[src/rtl/core/rtfue_pkg.sv]
`timescale 1ns / 1ps
// ----------------------------------------------------------------------------
// rtfue_pkg
// shared types, character codes and the fixed escape table of the encoder
// ----------------------------------------------------------------------------
package rtfue_pkg;

   localparam int MAX_BYTES = 11;
   localparam int IDX_W     = $clog2(MAX_BYTES);
   localparam int CU_W      = 16;
   localparam int CH_W      = 7;

   localparam logic [CH_W-1:0] CH_BSLASH = 7'h5C;
   localparam logic [CH_W-1:0] CH_U      = 7'h75;
   localparam logic [CH_W-1:0] CH_MINUS  = 7'h2D;
   localparam logic [CH_W-1:0] CH_QUEST  = 7'h3F;
   localparam logic [CH_W-1:0] CH_ZERO   = 7'h30;

   // x * 0xcccd >> 19 is x / 10 for every 16 bit x
   localparam logic [CU_W-1:0] DIV10_RECIP = 16'hCCCD;
   localparam int              DIV10_SHIFT = 19;

   typedef struct packed {
      logic [CU_W-1:0] quot;
      logic [3:0]      rem;
   } div10_type;

   typedef struct packed {
      logic                     hit;
      logic [IDX_W-1:0]         len;
      logic [8*MAX_BYTES-1:0]   text;   // first byte in the top bits
   } esc_type;

   function automatic esc_type escape_lookup(input logic [CU_W-1:0] code);
      esc_type                r;
      logic [8*MAX_BYTES-1:0] lit;
      logic [IDX_W-1:0]       n;
      int                     sh;
      lit = '0;
      n   = '0;
      r.hit = 1'b1;
      case (code)
         16'h0009: begin lit = "\\tab ";        n = 4'd5;  end
         16'h005C: begin lit = "\\'5c";         n = 4'd4;  end
         16'h007B: begin lit = "\\'7b";         n = 4'd4;  end
         16'h007D: begin lit = "\\'7d";         n = 4'd4;  end
         16'h00A0: begin lit = "\\~";           n = 4'd2;  end
         16'h00AD: begin lit = "\\-";           n = 4'd2;  end
         16'h00B7: begin lit = "\\|";           n = 4'd2;  end
         16'h2002: begin lit = "\\enspace ";    n = 4'd9;  end
         16'h2003: begin lit = "\\emspace ";    n = 4'd9;  end
         16'h2004: begin lit = "\\qmspace ";    n = 4'd9;  end
         16'h200C: begin lit = "\\zwnj ";       n = 4'd6;  end
         16'h200D: begin lit = "\\zwj ";        n = 4'd5;  end
         16'h200E: begin lit = "\\ltrmark ";    n = 4'd9;  end
         16'h200F: begin lit = "\\rtlmark ";    n = 4'd9;  end
         16'h2011: begin lit = "\\_";           n = 4'd2;  end
         16'h2013: begin lit = "\\endash ";     n = 4'd8;  end
         16'h2014: begin lit = "\\emdash ";     n = 4'd8;  end
         16'h2018: begin lit = "\\lquote ";     n = 4'd8;  end
         16'h2019: begin lit = "\\rquote ";     n = 4'd8;  end
         16'h201C: begin lit = "\\ldblquote ";  n = 4'd11; end
         16'h201D: begin lit = "\\rdblquote ";  n = 4'd11; end
         16'h2022: begin lit = "\\bullet ";     n = 4'd8;  end
         16'h2028: begin lit = "\\line ";       n = 4'd6;  end
         default:  begin r.hit = 1'b0;                     end
      endcase
      sh     = 8 * (MAX_BYTES - int'(n));
      r.len  = n;
      r.text = lit << sh;
      return r;
   endfunction

endpackage

[src/rtl/core/rtfue_div10.sv]
`timescale 1ns / 1ps
// ----------------------------------------------------------------------------
// rtfue_div10
// shared divide-by-ten unit: quotient and decimal digit of a 16 bit value
// ----------------------------------------------------------------------------
module rtfue_div10 (
   input  logic [rtfue_pkg::CU_W-1:0] value,
   output rtfue_pkg::div10_type       res
);

   logic [2*rtfue_pkg::CU_W-1:0] prod;
   logic [rtfue_pkg::CU_W-1:0]   quot;
   logic [rtfue_pkg::CU_W-1:0]   back;
   logic [rtfue_pkg::CU_W-1:0]   diff;

   // reciprocal multiply
   assign prod = (2*rtfue_pkg::CU_W)'(value) * (2*rtfue_pkg::CU_W)'(rtfue_pkg::DIV10_RECIP);
   assign quot = rtfue_pkg::CU_W'(prod >> rtfue_pkg::DIV10_SHIFT);
   // quot * 10 as two shifts
   assign back = rtfue_pkg::CU_W'({quot, 3'b000}) + rtfue_pkg::CU_W'({quot, 1'b0});
   assign diff = value - back;

   assign res.quot = quot;
   assign res.rem  = diff[3:0];

endmodule

[src/rtl/core/rtf_unicode_escape_encoder.sv]
`timescale 1ns / 1ps
// ----------------------------------------------------------------------------
// rtf_unicode_escape_encoder
// turns one utf-16 code unit into its rtf escape, one ascii byte per word
// ----------------------------------------------------------------------------
// latency: first byte is valid in the cycle after the code unit is accepted for
//   fixed escapes and plain ascii; the \u form first writes its digits in conv
// throughput: a run is the n bytes of a fixed escape (2 to 11) or d + 3 or 4
//   bytes for \u with d decimal digits; a new code unit is taken only in idle,
//   after the last byte has left; the shared divide-by-ten unit makes one digit a
//   cycle and one byte a cycle goes out while rsp_tready is high
// reset: synchronous, returns the sequencer to idle; nothing is kept per word
// ----------------------------------------------------------------------------
module rtf_unicode_escape_encoder (
   input  logic        clock,
   input  logic        reset,
   input  logic        req_tvalid,
   output logic        req_tready,
   input  logic [15:0] req_tdata,    // [15:0] code_unit
   output logic        rsp_tvalid,
   input  logic        rsp_tready,
   output logic [7:0]  rsp_tdata,    // [6:0] out_byte, [7] zero
   output logic        rsp_tlast     // last_of_run
);

   localparam int NB = rtfue_pkg::MAX_BYTES;
   localparam int IW = rtfue_pkg::IDX_W;
   localparam int CW = rtfue_pkg::CH_W;
   localparam int UW = rtfue_pkg::CU_W;

   // idle waits for a code unit, conv makes one digit a cycle, emit drains
   typedef enum logic [1:0] {S_IDLE, S_CONV, S_EMIT} state_type;

   state_type        state_ff, state_in;
   logic [IW-1:0]    rd_ptr_ff, rd_ptr_in;
   logic [IW-1:0]    wr_ptr_ff, wr_ptr_in;
   logic [IW-1:0]    len_ff, len_in;
   logic [UW-1:0]    mag_ff, mag_in;

   // byte buffer, payload only
   logic [CW-1:0]    buf_ff   [0:NB-1];
   logic [CW-1:0]    load_buf [0:NB-1];

   logic             accept;
   logic             out_fire;
   logic             last_byte;
   rtfue_pkg::esc_type   esc;
   rtfue_pkg::div10_type dv;

   logic             printable;
   logic             neg;
   logic [UW-1:0]    mag_new;
   logic [2:0]       ndig;
   logic [IW-1:0]    pre_len;

   assign req_tready = (state_ff == S_IDLE);
   assign accept     = req_tvalid && req_tready;
   assign rsp_tvalid = (state_ff == S_EMIT);
   assign out_fire   = rsp_tvalid && rsp_tready;
   assign last_byte  = (rd_ptr_ff == len_ff - IW'(1));
   assign rsp_tdata  = {1'b0, buf_ff[rd_ptr_ff]};
   assign rsp_tlast  = last_byte;

   // ---------------------------------------------------------------------
   // classify the incoming code unit
   // ---------------------------------------------------------------------
   assign esc       = rtfue_pkg::escape_lookup(req_tdata);
   assign printable = (req_tdata >= 16'h0020) && (req_tdata < 16'h0080);
   // 0x8000 and up is shown as cu - 0x10000, magnitude is the two's negate
   assign neg       = req_tdata[UW-1];
   assign mag_new   = neg ? (~req_tdata + UW'(1)) : req_tdata;
   assign pre_len   = neg ? IW'(3) : IW'(2);

   // decimal digit count from four parallel compares
   always_comb begin
      ndig = 3'd1 + 3'(mag_new >= UW'(10)) + 3'(mag_new >= UW'(100))
           + 3'(mag_new >= UW'(1000)) + 3'(mag_new >= UW'(10000));
   end

   // initial buffer image: table text, the byte itself, or "\u[-]" and '?'
   // filler where digits get overwritten and the trailing '?' stays
   always_comb begin
      for (int i = 0; i < NB; i++) begin
         if (esc.hit) begin
            load_buf[i] = esc.text[8*(NB-1-i) +: CW];
         end else if (printable) begin
            load_buf[i] = req_tdata[CW-1:0];
         end else if (i == 0) begin
            load_buf[i] = rtfue_pkg::CH_BSLASH;
         end else if (i == 1) begin
            load_buf[i] = rtfue_pkg::CH_U;
         end else if (i == 2 && neg) begin
            load_buf[i] = rtfue_pkg::CH_MINUS;
         end else begin
            load_buf[i] = rtfue_pkg::CH_QUEST;
         end
      end
   end

   // ---------------------------------------------------------------------
   // shared divider, one digit per conv cycle, least significant first
   // ---------------------------------------------------------------------
   rtfue_div10 u_div10 (
      .value (mag_ff),
      .res   (dv)
   );

   // ---------------------------------------------------------------------
   // sequencer next state
   // ---------------------------------------------------------------------
   always_comb begin
      state_in  = state_ff;
      rd_ptr_in = rd_ptr_ff;
      wr_ptr_in = wr_ptr_ff;
      len_in    = len_ff;
      mag_in    = mag_ff;
      case (state_ff)
         S_IDLE: begin
            rd_ptr_in = '0;
            if (accept) begin
               if (esc.hit) begin
                  len_in   = esc.len;
                  state_in = S_EMIT;
               end else if (printable) begin
                  len_in   = IW'(1);
                  state_in = S_EMIT;
               end else begin
                  // prefix, digits, then '?'
                  len_in    = pre_len + IW'(ndig) + IW'(1);
                  wr_ptr_in = pre_len + IW'(ndig) - IW'(1);
                  mag_in    = mag_new;
                  state_in  = S_CONV;
               end
            end
         end
         S_CONV: begin
            mag_in    = dv.quot;
            wr_ptr_in = wr_ptr_ff - IW'(1);
            // quotient zero means the most significant digit was just written
            if (dv.quot == '0) begin
               state_in = S_EMIT;
            end
         end
         S_EMIT: begin
            if (out_fire) begin
               if (last_byte) begin
                  state_in = S_IDLE;
               end else begin
                  rd_ptr_in = rd_ptr_ff + IW'(1);
               end
            end
         end
         default: begin
            state_in = S_IDLE;
         end
      endcase
   end

   always_ff @(posedge clock) begin
      if (reset) begin
         state_ff  <= S_IDLE;
         rd_ptr_ff <= '0;
         wr_ptr_ff <= '0;
         len_ff    <= '0;
      end else begin
         state_ff  <= state_in;
         rd_ptr_ff <= rd_ptr_in;
         wr_ptr_ff <= wr_ptr_in;
         len_ff    <= len_in;
      end
   end

   // magnitude and buffer are payload
   always_ff @(posedge clock) begin
      mag_ff <= mag_in;
      if (accept) begin
         for (int i = 0; i < NB; i++) begin
            buf_ff[i] <= load_buf[i];
         end
      end else if (state_ff == S_CONV) begin
         buf_ff[wr_ptr_ff] <= rtfue_pkg::CH_ZERO + CW'(dv.rem);
      end
   end

endmodule

[config.mk]
export PLATFORM = sky130hd
export DESIGN_NAME = rtf_unicode_escape_encoder
export DESIGN_NICKNAME = d
export VERILOG_FILES = /design/src/rtl/core/rtfue_pkg.sv /design/src/rtl/core/rtfue_div10.sv /design/src/rtl/core/rtf_unicode_escape_encoder.sv
export SDC_FILE = /design/constraint.sdc
export NUM_CORES = 1
export LEC_CHECK = 0
export ABC_AREA = 0
export BUFFER_PORTS_ARGS = -buffer_cell sky130_fd_sc_hd__buf_2
export CAP_MARGIN = 20
export CORE_MARGIN = 2
export CORE_UTILIZATION = 44
export DETAILED_ROUTE_END_ITERATION = 8
export PLACE_DENSITY = 0.67
export SLEW_MARGIN = 20
export SYNTH_ARGS = -nofsm -noshare
export SYNTH_HDL_FRONTEND = slang
export SYNTH_SLANG_ARGS = --single-unit
export TNS_END_PERCENT = 20
[constraint.sdc]
create_clock -name clock -period 10.3 [get_ports clock]
set_input_delay 0.515 -clock clock [delete_from_list [all_inputs] [get_ports clock]]
set_output_delay 0.515 -clock clock [all_outputs]
set_load 0.01 [all_outputs]
### Yosys cells after proc, flatten, opt, wreduce, memory -nomap -nowiden

Memories as Yosys holds them, arrays and structs flattened. A register that Yosys moved wholly into a read port is not among the register bits.
Index checks and enable logic that the tools add are counted.

| storage, ports and cells | value |
|---|---|
| bits in writable memories | 77 |
| input bits | 20 |
| bits in latches | 0 |
| output and inout port bits | 11 |
| bits in read-only memories | 0 |
| register bits after elaboration | 30 |
| word-level logic and storage cells | 134 |
| memories | 1 |

| cells by class | value |
|---|---|
| bitwise gates (word level) | 1 |
| reduce and logical (&&, ||, !) cells | 20 |
| multipliers | 1 |
| mux-type cells | 51 |
| divide/modulo/power cells | 0 |
| $add $sub $neg | 15 |
| shift operators | 1 |
| magnitude comparators | 6 |
| equality and inequality tests | 33 |

Memories:

| memory | depth | bits a word | rd ports | clocked after Yosys merged registers in | wr ports | line | text |
|---|---|---|---|---|---|---|---|
| buf_ff | 11 | 7 | 1 | 1 | 11 | rtf_unicode_escape_encoder.sv:41 | `logic [CW-1:0] buf_ff [0:NB-1];` |

Operators with widths:

| operator | count |
|---|---|
| $pmux W87 S23 | 1 |
| $eq A16 B14 Y1 const B | 16 |
| $mux W7 | 16 |
| $shl A88 B32 Y87 | 1 |
| $mux W16 | 4 |
| $eq A16 B7 Y1 const B | 3 |
| $eq A16 B8 Y1 const B | 3 |
| $mux W4 | 10 |
| $mul A16 B16 Y32 const B | 1 |
| $pmux W16 S2 | 1 |
| $pmux W4 S7 | 1 |
| $reduce_or A23 Y1 | 1 |
| $add A16 B1 Y16 const B | 1 |
| $eq A16 B4 Y1 const B | 1 |
| $ge A16 B10 Y1 const B | 1 |
| $ge A16 B14 Y1 const B | 1 |
| $ge A16 B4 Y1 const B | 1 |
| $ge A16 B6 Y1 const B | 1 |
| $ge A16 B7 Y1 const B | 1 |
| $logic_not A16 Y1 | 1 |
| $lt A16 B8 Y1 const B | 1 |
| $not A16 Y16 | 1 |
| $pmux W4 S2 | 2 |
| $mux W2 | 6 |
| other kinds (29) | 52 |

### Logic depth before layout (Yosys ltp)

| depth | value |
|---|---|
| depth after elaboration | 14 |
| depth in mapped cells | 26 |
| depth with buffers taken out | 26 |

### Hierarchy

From an unflattened synthesis, not the netlist that was laid out.

| second synthesis, totals | value |
|---|---|
| cells, all modules | 1,524 |
| area, all modules | 14,757.9 um^2 |

Modules (own cells, without submodules):

| module | sequential area each (um^2) | area each (um^2) | cells each | instances |
|---|---|---|---|---|
| rtf_unicode_escape_encoder | 4,204.0 | 9,912.0 | 1,005 | 1 |
| rtfue_div10 | 0.0 | 4,845.9 | 519 | 1 |

### Least setup slack after synthesis

No wires, ideal clock.

| timing path | value |
|---|---|
| kind | register to register |
| from | register mag_ff[6] |
| to | memory buf_ff[11][3] (netlist name) (data pin) |
| period minus slack after synthesis | 6.341 ns |
| setup slack | 3.959 ns |
| required time | 10.018 ns |
| data arrival time | 6.060 ns |
| library setup time | 0.282 ns |
| cell stages (with the launch flop) | 25 |
| buffers on the path | 0 |
| cells stage by stage | edfxtp_1 ha_1 inv_1 fa_1 inv_1 fa_1 fa_1 fa_1 inv_1 fa_1 inv_1 ha_1 nand2_1 nor2_1 a21boi_0 o21ai_0 nand2b_1 xor2_1 ha_1 nand2_1 nand3_1 xnor3_1 and2_1 o21bai_1 inv_1 |

RTL lines:

| element | line | text |
|---|---|---|
| start, declared | rtf_unicode_escape_encoder.sv:38 | `logic [UW-1:0] mag_ff, mag_in;` |
| start signal, assigned | rtf_unicode_escape_encoder.sv:175 | `mag_ff <= mag_in;` |
| end, declared | rtf_unicode_escape_encoder.sv:41 |  |

==> out/qor.yml <==
yosys:
  ys_seq_area_share_pct: 29.08
  ys_ff_latch: 146
  synth-main-ff-cell: "edfxtp_1"
  syn_nets: 1764
  ys_types: 92
  synthTopCellsByArea: "edfxtp_1 (27%), ha_1 (13%), fa_1 (11%), mux4_2 (5.5%), inv_1 (4.8%)"
  synth_top_cell_area_share_pct: 26.59
  syn-mean-instance-area_um2: 9.541
  yosys_warnings: 0
  synth.most_common_cell: "inv_1"
  synthTopCellsByCount: "inv_1 (183), ha_1 (148), edfxtp_1 (128)"
  synthArstFlopShare_pct: 0
  synth_area_leader_cell: "edfxtp_1"
  synth-edff-count: 128
  syn_inst: 1515
  syn-cell-area_um2: 14460
setup_path:
  cp-end-kind: "flop"
  r2r_end: "buf_ff[13][3]"
  r2r_slack_ns: 3.02
  cp.arrival_ns: 7.41
  rr_worst_depth: 25
  path_class: "flop to flop"
  worstSetupStartpointType: "flop"
  cp_max_fo: 6
  required_ns: 10.43
  rr_startpoint: "mag_ff[10]"
min_path:
  holdCritStartpoint: "reset"
  whs_path_depth: 2
  holdCritPathClass: "input pin to flop"
  worstHoldEndpoint: "wr_ptr_ff[0]"
finish:
  area_growth_syn_to_layout_pct: 7.141
  drive_gt1_share_pct: 9.669
  final.fill_count: 3012
  n_antenna_cell: 0
  multi_input_area_um2: 9188
  nets: 1747
  ff_latch_area_um2: 4208
  post-route-util_pct: 47.72
floorplanning:
  initial_utilization_pct: 44.54
  die_area_um2: 34320
  ios: 31
  fp-row-count: 66
  die_y_um: 185.3
  die_x_um: 185.3
  core_um2: 32450
timing:
  min_period_ns: 7.281
  tightest_slew_ns: 1.186
  setup_viol: 0
  skew_ns: 0.009912
  min_period_over_period_pct: 70.69
  maxSlewViolCount: 0
  rsz0062_at_grt: "false"
  finalHoldViolCount: 0
  timing.fmax_mhz: 137.3
  fin_setup_tns_ns: 0
  max_slew_margin_pct: 20.40
clock_tree:
  cts_tree: "done"
  cts_hold_buffers: 0
  cts_buffers: 17
  cts_setup_buffers: 0
  htree_levels: 4
  path_clk_slew_ns: 0.07
  clkLatencyLatePin_ns: 0.42
  clockBufferDepth: 2
  cts-root-buf: "clkbuf_16"
  post_cts_resized: 0
  cts.sinks: 146
placed_design:
  portBuffers: 29
  hpwlAfterDp_mm: 33.53
  gp_congestion: 0.9768
detailed_routing:
  final_antenna_net_count: 0
  viasPerCell: 6.019
  route.detailed.wl_per_inst_um: 21.77
  firstDrtPassIters: 8
  vias: 11750
  drc: 0
  drt-initial-drc-count: 1503
  drt-total-wl_mm: 42.49
grt:
  grt_pass1_wl_mm: 67.82
  gr-total-overflow: 0
  grtUsageTotal_pct: 25.81
  grt_max_degree: 36
  grt_pass1_vias: 11630
  antenna_found_initial: 0
flow_run:
  drv_cap: 0
run_status:
  status: "finished, final reports clean"
## placed cells by master, fill, tap and decap left out, types with 21 or more instances in the layout
master,instances
inv_1,183
nand3_1,48
o21ai_0,66
nor3_1,39
edfxtp_1,128
and3_1,21
o21ai_1,32
fa_1,81
ha_1,148
mux4_2,35
a21oi_1,84
xnor2_1,30
nor2_1,112
buf_2,29
nand2_1,118
## registers in the layout (all words and copies together) (netlist names), named ones only
| name | count |
|---|---|
| mag_ff | 16 |
| buf_ff | 112 |
| len_ff | 4 |
| state_ff | 2 |
| rd_ptr_ff | 4 |
| wr_ptr_ff | 4 |
## kinds of logic after synthesis
group | after synthesis | share of synthesized area, %
simple gates | 451 | 15.87
fa+ha+maj | 229 | 24.03
mux | 54 | 6.786
buf+inv | 267 | 7.409
xor+xnor | 46 | 2.882
flops | 146 | 29.08
other cells | 1 | 0.02594
compound gates | 321 | 13.91
## critical path: stages, from the launching register on
cell and delay, ns:
edfxtp_1 0.55, ha_1 0.46, ha_1 0.31, inv_1 0.05, fa_1 0.49, inv_1 0.05, fa_1 0.46, fa_1 0.55
inv_1 0.05, fa_1 0.54, inv_1 0.05, ha_1 0.30, o21ai_0 0.20, o22ai_1 0.10, a31oi_1 0.33, a21boi_0 0.26
o21ai_0 0.33, nand2b_1 0.11, xor2_1 0.17, ha_1 0.31, nand2_1 0.07, nand3_1 0.07, xnor3_1 0.38, and2_1 0.30
o21bai_1 0.30, inv_1 0.20
## final cells by class
class,instances,area share (%)
Clock inverter,14,0.9695
Multi-Input combinational cell,1102,59.32
Tap cell,442,3.571
Clock buffer,17,2.747
Timing Repair Buffer,45,1.713
Sequential cell,146,27.17
Inverter,186,4.508
## stage by stage
stage | instance area (um2) | setup WS (ns) | std cells | hold slack, ns
after floorplan | 14460 | 3.959 | 1515 | 0.4582
after global placement | 14900 | 3.224 | 1920 | 0.4862
after detailed placement | 14900 | 3.054 | 1920 | 0.4973
after CTS | 15480 | 3.022 | 1951 | 0.4533
after global routing | 15490 | 2.551 | 1952 | 0.4906
final | 15490 | 3.019 | 1952 | 0.4724
## metal layers
metal  up-vias  routed length [um]  track usage (%)
met1      5713               18780            36.99
met2       588               19500            40.72
met4         0                 984            6.508
li1       5374                   -                -
met3        75                3229            4.208
met5         -                   0                0
## how the worst max path moves through the flow
| stage | from | to | slack (ns) | cells past startpoint |
|---|---|---|---|---|
| 5_1_grt | mag_ff[7] | buf_ff[9][3] | 2.55 | 24 |
| 2_1_floorplan | mag_ff[6] | buf_ff[11][3] | 3.96 | 24 |
| 3_5_place_dp | mag_ff[7] | buf_ff[13][3] | 3.05 | 23 |
| 6_report | mag_ff[10] | buf_ff[13][3] | 3.02 | 25 |
| 4_1_cts | mag_ff[6] | buf_ff[14][3] | 3.02 | 23 |
| 3_3_place_gp | mag_ff[6] | buf_ff[14][3] | 3.22 | 23 |
Power is left out: the tool's default activity adds up to more than one toggle a clock period on the data nets, which glitch-free logic cannot reach.
